[config.mk]
export PLATFORM = sky130hd
export DESIGN_NAME = sparse_triplet_merge_add_sub
export DESIGN_NICKNAME = d
export VERILOG_FILES = /design/src/sv/stm_pkg.sv /design/src/sv/sparse_triplet_merge_add_sub.sv /design/src/sv/stm_ram.sv /design/src/sv/stm_ctrl.sv /design/src/sv/stm_dpath.sv
export SDC_FILE = /design/constraint.sdc
export NUM_CORES = 2
export LEC_CHECK = 0
export BUFFER_PORTS_ARGS = -buffer_cell sky130_fd_sc_hd__clkbuf_2
export CAP_MARGIN = 40
export CELL_PAD_IN_SITES_DETAIL_PLACEMENT = 1
export CELL_PAD_IN_SITES_GLOBAL_PLACEMENT = 2
export CORE_MARGIN = 5
export CORE_UTILIZATION = 30
export CTS_CLUSTER_DIAMETER = 120
export DETAILED_ROUTE_END_ITERATION = 10
export PLACE_DENSITY_LB_ADDON = 0.1
export SLEW_MARGIN = 20
export SYNTH_ARGS = -nofsm -noshare
export SYNTH_HDL_FRONTEND = slang
export SYNTH_SLANG_ARGS = --single-unit
[constraint.sdc]
create_clock -name clk -period 8.3 [get_ports clk]
set_input_delay 1.245 -clock clk [delete_from_list [all_inputs] [get_ports clk]]
set_output_delay 1.245 -clock clk [all_outputs]
set_load 0.01 [all_outputs]
[src/sv/stm_pkg.sv]
`default_nettype none

package stm_pkg;

    localparam int ROW_W   = 16;
    localparam int COL_W   = 16;
    localparam int VALUE_W = 16;
    localparam int OUT_VALUE_W = 17;

    // Item kinds carried on the slave-side tuser
    typedef enum logic [1:0] {
        MODE_LOAD_A = 2'd0,
        MODE_LOAD_B = 2'd1,
        MODE_RUN    = 2'd2
    } mode_t;

    // Register byte addresses on the configuration port
    localparam logic [2:0] REG_SUBTRACT_ADDR = 3'd0;

    typedef struct packed {
        logic [ROW_W-1:0]          row;
        logic [COL_W-1:0]          col;
        logic signed [VALUE_W-1:0] value;
    } triplet_t;

    localparam int TRIPLET_W = $bits(triplet_t);

    typedef enum logic {
        ST_IDLE  = 1'b0,
        ST_MERGE = 1'b1
    } state_t;

    // Controller to datapath
    typedef struct packed {
        logic load_a;
        logic load_b;
        logic start;
        logic step;
        logic emit_empty;
    } cmd_t;

    // Datapath to controller
    typedef struct packed {
        logic out_space;
        logic lists_empty;
        logic last_step;
    } stat_t;

endpackage

`default_nettype wire

[src/sv/sparse_triplet_merge_add_sub.sv]
// Load beats (list A or B) are accepted one every cycle while idle. A run beat starts
// the merge; results leave the output register one per cycle unless m_tready holds
// them, count_a + count_b at most, or one empty-result beat if both lists are empty;
// the loop is set by the registered read of the list RAMs, addressed at the next head.
// Reset (rst_n, asynchronous) clears list counts, the subtract bit and the output
// valid; list RAM contents stay undefined until loaded.
`default_nettype none

module sparse_triplet_merge_add_sub #(
    parameter int LIST_DEPTH = 32
) (
    input  wire logic        clk,
    input  wire logic        rst_n,
    // slave side: load and run beats
    input  wire logic        s_tvalid,
    output logic             s_tready,
    input  wire logic [47:0] s_tdata,   // row [15:0], col [31:16], value [47:32]
    input  wire logic [1:0]  s_tuser,   // mode [1:0]
    // master side: merged result beats
    output logic             m_tvalid,
    input  wire logic        m_tready,
    output logic [55:0]      m_tdata,   // out_row [15:0], out_col [31:16],
                                        // out_value [48:32], zero [55:49]
    output logic             m_tlast,
    output logic [0:0]       m_tuser,   // empty_result [0]
    // configuration port
    input  wire logic        psel,
    input  wire logic        penable,
    input  wire logic        pwrite,
    input  wire logic [2:0]  paddr,
    input  wire logic [31:0] pwdata,
    output logic [31:0]      prdata,
    output logic             pready
);

    import stm_pkg::*;

    mode_t    mode;
    triplet_t in_item;
    cmd_t     cmd;
    stat_t    stat;
    logic     subtract_reg;

    logic [ROW_W-1:0]              out_row;
    logic [COL_W-1:0]              out_col;
    logic signed [OUT_VALUE_W-1:0] out_value;
    logic                          out_last;
    logic                          out_empty;

    // Unpack the slave beat
    assign mode          = mode_t'(s_tuser);
    assign in_item.row   = s_tdata[15:0];
    assign in_item.col   = s_tdata[31:16];
    assign in_item.value = s_tdata[47:32];

    // Configuration: one register, written on the access phase
    assign pready = 1'b1;

    always_ff @(posedge clk or negedge rst_n)
    begin
        if (!rst_n)
        begin
            subtract_reg <= 1'b0;
        end
        else if (psel && penable && pwrite && pready && (paddr == REG_SUBTRACT_ADDR))
        begin
            subtract_reg <= pwdata[0];
        end
    end

    // read back the subtract bit; other addresses read zero
    assign prdata = (paddr == REG_SUBTRACT_ADDR) ? {31'b0, subtract_reg} : 32'b0;

    // Controller: accepts beats while idle, walks the merge one result per cycle while the output register has space
    stm_ctrl u_ctrl (
        .clk      (clk),
        .rst_n    (rst_n),
        .s_tvalid (s_tvalid),
        .mode     (mode),
        .s_tready (s_tready),
        .stat     (stat),
        .cmd      (cmd)
    );

    // Datapath: list RAMs, counts, head compare, add/sub and output register
    stm_dpath #(
        .LIST_DEPTH (LIST_DEPTH)
    ) u_dpath (
        .clk       (clk),
        .rst_n     (rst_n),
        .cmd       (cmd),
        .stat      (stat),
        .subtract  (subtract_reg),
        .in_item   (in_item),
        .m_tvalid  (m_tvalid),
        .m_tready  (m_tready),
        .out_row   (out_row),
        .out_col   (out_col),
        .out_value (out_value),
        .out_last  (out_last),
        .out_empty (out_empty)
    );

    // Pack the master beat
    assign m_tdata = {7'b0, out_value, out_col, out_row};
    assign m_tlast = out_last;
    assign m_tuser = out_empty;

endmodule

`default_nettype wire

[src/sv/stm_ram.sv]
`default_nettype none

module stm_ram #(
    parameter int WIDTH  = 48,
    parameter int DEPTH  = 32,
    parameter int ADDR_W = (DEPTH > 1) ? $clog2(DEPTH) : 1
) (
    input  wire logic              clk,
    input  wire logic              we,
    input  wire logic [ADDR_W-1:0] waddr,
    input  wire logic [WIDTH-1:0]  wdata,
    input  wire logic [ADDR_W-1:0] raddr,
    output logic      [WIDTH-1:0]  rdata
);

    logic [WIDTH-1:0] mem [DEPTH];

    always_ff @(posedge clk)
    begin
        if (we)
        begin
            mem[waddr] <= wdata;
        end
        rdata <= mem[raddr];
    end

endmodule

`default_nettype wire

[src/sv/stm_ctrl.sv]
`default_nettype none

module stm_ctrl (
    input  wire logic            clk,
    input  wire logic            rst_n,
    input  wire logic            s_tvalid,
    input  wire stm_pkg::mode_t  mode,
    output logic                 s_tready,
    input  wire stm_pkg::stat_t  stat,
    output stm_pkg::cmd_t        cmd
);

    import stm_pkg::*;

    state_t state_reg;
    state_t state_next;

    always_ff @(posedge clk or negedge rst_n)
    begin
        if (!rst_n)
        begin
            state_reg <= ST_IDLE;
        end
        else
        begin
            state_reg <= state_next;
        end
    end

    always_comb
    begin
        state_next = state_reg;
        cmd        = '0;
        s_tready   = 1'b0;
        unique case (state_reg)
            ST_IDLE:
            begin
                s_tready = 1'b1;
                if (s_tvalid)
                begin
                    unique case (mode)
                        MODE_LOAD_A: cmd.load_a = 1'b1;
                        MODE_LOAD_B: cmd.load_b = 1'b1;
                        MODE_RUN:
                        begin
                            cmd.start  = 1'b1;
                            state_next = ST_MERGE;
                        end
                        default: ;
                    endcase
                end
            end
            ST_MERGE:
            begin
                // hold while the output register is occupied
                if (stat.out_space)
                begin
                    if (stat.lists_empty)
                    begin
                        cmd.emit_empty = 1'b1;
                        state_next     = ST_IDLE;
                    end
                    else
                    begin
                        cmd.step = 1'b1;
                        if (stat.last_step)
                        begin
                            state_next = ST_IDLE;
                        end
                    end
                end
            end
            default: state_next = ST_IDLE;
        endcase
    end

    a_step_needs_space: assert property (@(posedge clk) disable iff (!rst_n)
        (cmd.step || cmd.emit_empty) |-> stat.out_space)
        else $error("merge step issued without output space");

    a_start_enters_merge: assert property (@(posedge clk) disable iff (!rst_n)
        cmd.start |=> (state_reg == ST_MERGE))
        else $error("run beat did not enter merge");

endmodule

`default_nettype wire

[src/sv/stm_dpath.sv]
`default_nettype none

module stm_dpath #(
    parameter int LIST_DEPTH = 32
) (
    input  wire logic                                clk,
    input  wire logic                                rst_n,
    input  wire stm_pkg::cmd_t                       cmd,
    output stm_pkg::stat_t                           stat,
    input  wire logic                                subtract,
    input  wire stm_pkg::triplet_t                   in_item,
    output logic                                     m_tvalid,
    input  wire logic                                m_tready,
    output logic [stm_pkg::ROW_W-1:0]                out_row,
    output logic [stm_pkg::COL_W-1:0]                out_col,
    output logic signed [stm_pkg::OUT_VALUE_W-1:0]   out_value,
    output logic                                     out_last,
    output logic                                     out_empty
);

    import stm_pkg::*;

    localparam int AW = (LIST_DEPTH > 1) ? $clog2(LIST_DEPTH) : 1;
    localparam int CW = $clog2(LIST_DEPTH + 1);
    localparam int RAM_DEPTH = 1 << AW;

    logic [CW-1:0] cnt_a_reg, cnt_a_next;
    logic [CW-1:0] cnt_b_reg, cnt_b_next;
    logic [CW-1:0] i_reg, i_next;
    logic [CW-1:0] j_reg, j_next;
    logic [CW-1:0] i_step, j_step;

    logic [TRIPLET_W-1:0] a_rdata, b_rdata;
    triplet_t a_head, b_head;
    logic a_full, b_full;
    logic we_a, we_b;
    logic a_has, b_has;
    logic [ROW_W+COL_W-1:0] key_a, key_b;
    logic take_a, take_b, take_both;
    logic signed [OUT_VALUE_W-1:0] a_ext, b_ext, b_term, merged;

    logic                          out_valid_reg;
    logic [ROW_W-1:0]              out_row_reg;
    logic [COL_W-1:0]              out_col_reg;
    logic signed [OUT_VALUE_W-1:0] out_value_reg;
    logic                          out_last_reg;
    logic                          out_empty_reg;

    assign a_full = (cnt_a_reg == CW'(LIST_DEPTH));
    assign b_full = (cnt_b_reg == CW'(LIST_DEPTH));
    assign we_a   = cmd.load_a && !a_full;
    assign we_b   = cmd.load_b && !b_full;

    assign cnt_a_next = we_a ? cnt_a_reg + CW'(1) : cnt_a_reg;
    assign cnt_b_next = we_b ? cnt_b_reg + CW'(1) : cnt_b_reg;

    stm_ram #(
        .WIDTH (TRIPLET_W),
        .DEPTH (RAM_DEPTH)
    ) u_ram_a (
        .clk   (clk),
        .we    (we_a),
        .waddr (cnt_a_reg[AW-1:0]),
        .wdata (in_item),
        .raddr (i_next[AW-1:0]),
        .rdata (a_rdata)
    );

    stm_ram #(
        .WIDTH (TRIPLET_W),
        .DEPTH (RAM_DEPTH)
    ) u_ram_b (
        .clk   (clk),
        .we    (we_b),
        .waddr (cnt_b_reg[AW-1:0]),
        .wdata (in_item),
        .raddr (j_next[AW-1:0]),
        .rdata (b_rdata)
    );

    assign a_head = triplet_t'(a_rdata);
    assign b_head = triplet_t'(b_rdata);

    // head compare by (row, col)
    assign a_has = (i_reg < cnt_a_reg);
    assign b_has = (j_reg < cnt_b_reg);
    assign key_a = {a_head.row, a_head.col};
    assign key_b = {b_head.row, b_head.col};

    assign take_a    = a_has && (!b_has || (key_a < key_b));
    assign take_b    = !take_a && b_has && (!a_has || (key_a > key_b));
    assign take_both = !take_a && !take_b;

    assign i_step = (take_a || take_both) ? i_reg + CW'(1) : i_reg;
    assign j_step = (take_b || take_both) ? j_reg + CW'(1) : j_reg;

    // read address follows the next head so the RAM data is current
    always_comb
    begin
        i_next = i_reg;
        j_next = j_reg;
        if (cmd.start)
        begin
            i_next = '0;
            j_next = '0;
        end
        else if (cmd.step)
        begin
            i_next = i_step;
            j_next = j_step;
        end
    end

    assign a_ext  = OUT_VALUE_W'(a_head.value);
    assign b_ext  = OUT_VALUE_W'(b_head.value);
    assign b_term = subtract ? -b_ext : b_ext;

    always_comb
    begin
        if (take_a)
        begin
            merged = a_ext;
        end
        else if (take_b)
        begin
            merged = b_term;
        end
        else
        begin
            merged = a_ext + b_term;
        end
    end

    assign stat.out_space   = !out_valid_reg || m_tready;
    assign stat.lists_empty = (cnt_a_reg == '0) && (cnt_b_reg == '0);
    assign stat.last_step   = (i_step == cnt_a_reg) && (j_step == cnt_b_reg);

    always_ff @(posedge clk or negedge rst_n)
    begin
        if (!rst_n)
        begin
            cnt_a_reg     <= '0;
            cnt_b_reg     <= '0;
            i_reg         <= '0;
            j_reg         <= '0;
            out_valid_reg <= 1'b0;
        end
        else
        begin
            cnt_a_reg <= cnt_a_next;
            cnt_b_reg <= cnt_b_next;
            i_reg     <= i_next;
            j_reg     <= j_next;
            if (cmd.step || cmd.emit_empty)
            begin
                out_valid_reg <= 1'b1;
            end
            else if (m_tready)
            begin
                out_valid_reg <= 1'b0;
            end
        end
    end

    always_ff @(posedge clk)
    begin
        if (cmd.emit_empty)
        begin
            out_row_reg   <= '0;
            out_col_reg   <= '0;
            out_value_reg <= '0;
            out_last_reg  <= 1'b0;
            out_empty_reg <= 1'b1;
        end
        else if (cmd.step)
        begin
            out_row_reg   <= take_b ? b_head.row : a_head.row;
            out_col_reg   <= take_b ? b_head.col : a_head.col;
            out_value_reg <= merged;
            out_last_reg  <= stat.last_step;
            out_empty_reg <= 1'b0;
        end
    end

    assign m_tvalid  = out_valid_reg;
    assign out_row   = out_row_reg;
    assign out_col   = out_col_reg;
    assign out_value = out_value_reg;
    assign out_last  = out_last_reg;
    assign out_empty = out_empty_reg;

    a_step_has_head: assert property (@(posedge clk) disable iff (!rst_n)
        cmd.step |-> (a_has || b_has))
        else $error("merge step with both lists exhausted");

    a_index_in_range: assert property (@(posedge clk) disable iff (!rst_n)
        (i_reg <= cnt_a_reg) || (j_reg <= cnt_b_reg) || !cmd.step)
        else $error("merge index passed its list count");

    a_last_marked: assert property (@(posedge clk) disable iff (!rst_n)
        (cmd.step && stat.last_step) |=> (m_tvalid && out_last && !out_empty))
        else $error("final merge beat not marked last");

endmodule

`default_nettype wire
# ---- Yosys cells after proc, flatten, opt, wreduce, memory -nomap -nowiden
# Memory sizes are Yosys's and may differ from the RTL's. A register that Yosys moved wholly into a read port is not among the register bits.
# Cells that the tools add are included.
dict set report totals {
  ff_bits 78
  latch_bits 0
  ramBits 3072
  rom_bits 0
  memories 2
}
dict set report op_classes {
  n_addsub 6
  mul 0
  div_mod_pow 0
  n_lt_le_gt_ge 4
  eq_ne 6
  n_shift 0
  n_mux 33
  bitwise 1
  n_reduce_logical 30
}
# name depth width read_ports rd_clocked_by_memory_dff write_ports line
set memory_table {}
lappend memory_table {u_dpath.u_ram_a.mem 32 48 1 1 1 stm_ram.sv:16} ;# logic [WIDTH-1:0] mem [DEPTH];
lappend memory_table {u_dpath.u_ram_b.mem 32 48 1 1 1 stm_ram.sv:16}
# operator n
set op_table {}
lappend op_table {{$mux W17} 3}
lappend op_table {{$mux W6} 6}
lappend op_table {{$gt A32 B32 Y1} 1}
lappend op_table {{$lt A32 B32 Y1} 1}
lappend op_table {{$mux W16} 2}
lappend op_table {{$add A6 B1 Y6 const B} 4}
lappend op_table {{$add A16 B17 Y17} 1}
lappend op_table {{$mux W1} 17}
lappend op_table {{$neg A16 Y17} 1}
lappend op_table {{$eq A6 B6 Y1} 2}
lappend op_table {{$eq A6 B6 Y1 const B} 2}
lappend op_table {{$logic_not A6 Y1} 2}
lappend op_table {{$lt A6 B6 Y1} 2}
lappend op_table {{$logic_and A1 B1 Y1} 11}
lappend op_table {{$logic_not A1 Y1} 7}
lappend op_table {{$logic_or A1 B1 Y1} 6}
lappend op_table {{$mux W3} 2}
lappend op_table {{$mux W2} 2}
lappend op_table {{$reduce_bool A2 Y1} 2}
lappend op_table {{$logic_not A3 Y1} 1}
lappend op_table {{$eq A2 B1 Y1 const B} 1}
lappend op_table {{$eq A2 B2 Y1 const B} 1}
lappend op_table {{$logic_not A2 Y1} 1}
lappend op_table {{$pmux W1 S2} 1}
lappend op_table {{$not A1 Y1} 1}

# ---- Depth between registers and ports, before layout
dict set report depth {
  depth_word 17
  mapped_depth 19
  mapped_depth_nobuf 16
}

# ---- By module
# A second synthesis with hierarchy kept.
dict set report unflattened {
  hier_cells 7564
  hier_area_um2 128090.3
}
# mod n_inst cells_per_inst area_per_inst_um2 seq_area_each_um2
set by_module_without_submodules {}
lappend by_module_without_submodules {stm_ram 2 3364 60724.5 47085.2}
lappend by_module_without_submodules {stm_dpath 1 780 6187.2 1646.6}
lappend by_module_without_submodules {sparse_triplet_merge_add_sub 1 46 360.3 25.0}
lappend by_module_without_submodules {stm_ctrl 1 10 93.8 25.0}

# ---- Worst setup path before layout
# No wires, ideal clock.
dict set report synth_path {
  path_type {in2reg}
  startpoint {input port s_tvalid}
  endpoint {memory u_dpath.u_ram_b.mem[0][0] (enable)}
  arrival_time_ps 6028
  path_slack_ps 1699
  stages 4
  n_path_buf 0
  cell_sequence {nand2_1 > nor2_1 > nand2_1 > nor4_1}
}
dict set report synth_via {
  elab_chain_len 5
}
# element line
set synth_lines {}
lappend synth_lines {{from (decl)} sparse_triplet_merge_add_sub.sv:15} ;# input wire logic s_tvalid,
lappend synth_lines {{$mux W3} stm_ctrl.sv:39} ;# if (s_tvalid)
lappend synth_lines {{$mux W3} stm_ctrl.sv:35} ;# unique case (state_reg)
lappend synth_lines {{$logic_and A1 B1 Y1} stm_dpath.sv:52} ;# assign we_b = cmd.load_b && !b_full;
lappend synth_lines {{$mux W1} stm_ram.sv:20} ;# if (we)
lappend synth_lines {{$mux W1 (implied by the code)} stm_ram.sv:22} ;# mem[waddr] <= wdata;
lappend synth_lines {{to (decl)} stm_ram.sv:16}
# No other way between the ends.

# ---- Final worst setup path
dict set report layout_path {
  startpoint {register u_dpath.cnt_b_reg[2]}
  endpoint {register u_dpath.u_ram_a.rdata[25] (read register of u_dpath.u_ram_a.mem)}
}
dict set report layout_via {
  elab_chain_len 13
  word_cells_on_any_way 18
}
# element line
set layout_lines {}
lappend layout_lines {{from (decl)} stm_dpath.sv:28} ;# logic [CW-1:0] cnt_b_reg, cnt_b_next;
lappend layout_lines {{from (signal assigned)} stm_dpath.sv:151} ;# cnt_b_reg <= cnt_b_next;
lappend layout_lines {{$lt A6 B6 Y1} stm_dpath.sv:86} ;# assign b_has = (j_reg < cnt_b_reg);
lappend layout_lines {{$logic_not A1 Y1} stm_dpath.sv:90} ;# assign take_a = a_has && (!b_has || (key_a < key_b));
lappend layout_lines {{$logic_or A1 B1 Y1} stm_dpath.sv:90}
lappend layout_lines {{$logic_and A1 B1 Y1} stm_dpath.sv:90}
lappend layout_lines {{$logic_not A1 Y1} {stm_dpath.sv:91, stm_dpath.sv:92}}
lappend layout_lines {{$logic_and A1 B1 Y1 (2 in a row)} stm_dpath.sv:91} ;# assign take_b = !take_a && b_has && (!a_has || (key_a > key_b));
lappend layout_lines {{$logic_not A1 Y1} stm_dpath.sv:92} ;# assign take_both = !take_a && !take_b;
lappend layout_lines {{$logic_and A1 B1 Y1} stm_dpath.sv:92}
lappend layout_lines {{$logic_or A1 B1 Y1} stm_dpath.sv:94} ;# assign i_step = (take_a || take_both) ? i_reg + CW'(1) : i_reg;
lappend layout_lines {{$mux W6} stm_dpath.sv:94}
lappend layout_lines {{$mux W6 *} stm_dpath.sv:107} ;# else if (cmd.step)
lappend layout_lines {{$mux W6 *} stm_dpath.sv:102} ;# if (cmd.start)
lappend layout_lines {{net u_dpath.i_next[3]} stm_dpath.sv:29} ;# logic [CW-1:0] i_reg, i_next;
lappend layout_lines {{to (decl)} stm_ram.sv:13} ;# output logic [WIDTH-1:0] rdata
# Mark *: on every way through the listed nets, which the timed path passes. The rest lies on a longest branch. The select of a mux whose other input is x is not followed.
# A chain may end at the register's enable or synchronous reset.

==> run metrics <==
H-tree Lvls=5; setup TNS=0 ns; Avg Cell Area, Syn=11.9 um^2; Net Sw Power=0.0310 W; Post-DP HPWL=368000 um; Final Critical Period=6.62 ns; Area Overhead vs Synth=15.4%; FF+latch area=95900 um^2; DIE AREA=528000 um^2; drt pass-1 iters=6; multi-input logic area=52600 um^2; initial DRC count=9899; DRT antenna net count=0; switching share of power=44.7%; Skew-Pair Late Insertion Delay=1.04 ns; Core Rows=263; CP peak stage delay=0.85 ns; initial antenna violation count=44; Final Setup Violations=0; Synth Cell Area=154000 um^2; Worst Setup End Kind=flop; fin. max-slew vios=0; first-pass GRT wire length=918000 um; Root Driver=clkbuf_16; area share of the largest cell type after synthesis=59.9%; clk slew on worst S/H paths=0.06 ns; relative slew slack=31.1%; HP Class=input port to asynchronous set/reset pin; Synth Flop Type=edfxtp_1; Clk pwr share=25.3%; Synth Warn #=0; Unique masters post-synth=87; Max Fclk=151 MHz; routability congestion estimate=0.772; Hold WS=0.380 ns; Starting Density=30.1%; nets@finish=12.8k; CP bufs+invs=5; number of port buffers=114; postcts setup bufs=0; count of flip-flops with a built-in enable after synthesis=3072; crit path max-delay cell type=nor4_2; critical-path cell list=inv_1 > ha_1 > a21oi_1 > o21ai_1 > a211oi_2 > o31a_2 > buf_4 > o21a_4 > o21ai_0 > a31o_2 > inv_1 > or3_4 > buf_12 > buf_4 > o32ai_1 > nor4_2; hold_buf cts=0; status=finished clean; maximum clock insertion buffer count=4; PD cells=390 nW/um^2; DIE HEIGHT=727 um; registers with the most flip-flops=u_dpath.u_ram_a.mem (1536), u_dpath.u_ram_b.mem (1536); Max Clock Skew=0.0854 ns; max-cap violations=0; CP Class=flop to flop; CTS tree=built; Static Leak=58.7 nW; TritonCTS Sinks=3246; Die W=727 um; Worst Path Required=9.09 ns; area leader, netlist=edfxtp_1; Tot GR Track Use=23.9%; layout cells sized above 1=10.3%; crit path DAT=7.41 ns; core outline area=512000 um^2; Avg WL per Cell=33.3 um; # fillers=53.7k; nature of the critical path startpoint=flop; largest net degree at the start of global routing=215; vias per cell=5.87; grt ovf=0; Worst-Margin Slew=1.03 ns; Final Cycle Share=79.7%; I/O pin total=185; CP Max Fanout=30; CP top delay family=compound AO/OA/AOI/OAI gates; FF+latch count, synth=3246; Int Pwr=0.0384 W; vias in the first global route=120k; part of the power in registers=27.8%; drt total wl=657000 um; RSZ-0062 raised after global routing=no; DRC Markers=0; TritonCTS Buffers=392; CTS resizes=0; via count=116k; asr flop ratio synth=0.832%; top post-synthesis cells by area=edfxtp_1, mux2i_1, nand3_1; final hold vios=0; sequential area share after synthesis=62.2%; Comb pwr share=47.0%; maximum vdd drop=620 uV; Cells after Synth=12.9k
[power groups by stage]
stage / Clock [W] / Sequential, W / Combinational, W
2_1_floorplan: 0 / 0.0190 / 0.0195
3_3_place_gp: 0 / 0.0196 / 0.0319
3_5_place_dp: 0 / 0.0196 / 0.0326
4_1_cts: 0.0180 / 0.0193 / 0.0327
5_1_grt: 0.0186 / 0.0193 / 0.0347
6_report: 0.0175 / 0.0193 / 0.0326
[cells in the final DEF (no fill, tap or decap), types with 341 or more instances in the layout]
cell type,Yosys,layout
nand3_1,1147,1141
and3_1,348,344
mux2i_1,750,750
nor2_1,571,506
edfxtp_1,3072,3072
o211ai_1,679,679
clkbuf_16,0,396
nand2_1,599,596
a21oi_1,754,753
nand2b_1,341,341
nor3_1,786,785
[stage by stage]
stage | total power, W | instances | instance area (um^2) | utilization (%) | worst slack, ns
floorplan | 0.0385 | 12969 | 154000 | - | 1.70
global placement | 0.0515 | 18884 | 163000 | 31.8 | 0.667
detailed placement | 0.0522 | 18950 | 164000 | 32.1 | 1.64
CTS | 0.0699 | 19676 | 177000 | 34.6 | 1.67
global route | 0.0726 | 19718 | 178000 | 34.7 | 1.57
finish | 0.0694 | 19728 | 178000 | 34.7 | 1.68
[final timing paths]
check	from	endpoint	slack (ns)	cells after the start
max	u_dpath.cnt_b_reg[2]	u_dpath.u_ram_a.rdata[25]	1.68	16
min in group clk	u_dpath.out_value[14]	u_dpath.out_value[14]	0.44	2
min reg2reg	u_dpath.out_value[14]	u_dpath.out_value[14]	0.44	2
min	rst_n	subtract_reg	0.38	2
max reg2reg	u_dpath.cnt_b_reg[2]	u_dpath.u_ram_a.rdata[25]	1.68	16
max in group asynchronous	rst_n	u_dpath.i_reg[0]	7.30	2
[layout make-up]
class / count / area share, %
antenna: 23 / 0.0324
clock inverter: 161 / 1.10
inverter: 256 / 0.551
clock buffer: 565 / 6.14
sequential: 3246 / 53.9
timing repair buffer: 629 / 3.96
tap: 6757 / 4.75
multi-input combinational: 8091 / 29.6
[kinds of logic after synthesis]
group	after synthesis	synth area share (%)
simple gates	4417	15.0
mux	754	4.92
flops	3246	62.2
other cells	2	0.00487
compound gates	2760	12.7
xor+xnor	51	0.290
fa+ha+maj	70	0.573
buf+inv	1632	4.27
[routing by layer]
metal | vias to the layer above | wire length (um) | GRT usage (%)
li1 | 49689 | - | -
met1 | 62137 | 288000 | 31.6
met2 | 3073 | 322000 | 41.5
met3 | 926 | 26900 | 2.20
met4 | 0 | 19200 | 6.63
met5 | - | 0 | 0
[cell usage after synthesis (27+ instances only)]
library cell / n
nand3b_1: 336
nand2_1: 599
nor3_1: 786
mux2i_1: 750
dfrtp_1: 27
o32ai_1: 124
o211ai_1: 679
xnor2_1: 40
a311oi_1: 192
a211oi_1: 58
a21oi_1: 754
dfxtp_1: 147
ha_1: 69
nor4_1: 53
nand4_1: 59
inv_1: 248
and3_1: 348
nand2b_1: 341
a22oi_1: 48
o41ai_1: 47
nor2_1: 571
buf_2: 179
edfxtp_1: 3072
nor4b_1: 144
o22ai_1: 95
buf_4: 53
o32a_1: 144
a31oi_1: 152
buf_1: 38
nand3_1: 1147
a221oi_1: 60
o21ai_0: 120
clkbuf_1: 1102
a2111oi_0: 193
[worst reg2reg max path, delay by kind of cell (launching register included)]
family / cells / cell delay [ns]
AOI/OAI and AO/OA: 8 / 2.61
DFF: 1 / 0.54
and+or+nand+nor: 2 / 1.35
adders and majority gates: 1 / 0.34
buffers and inverters: 5 / 1.57
(Power assumes the default switching activity.)
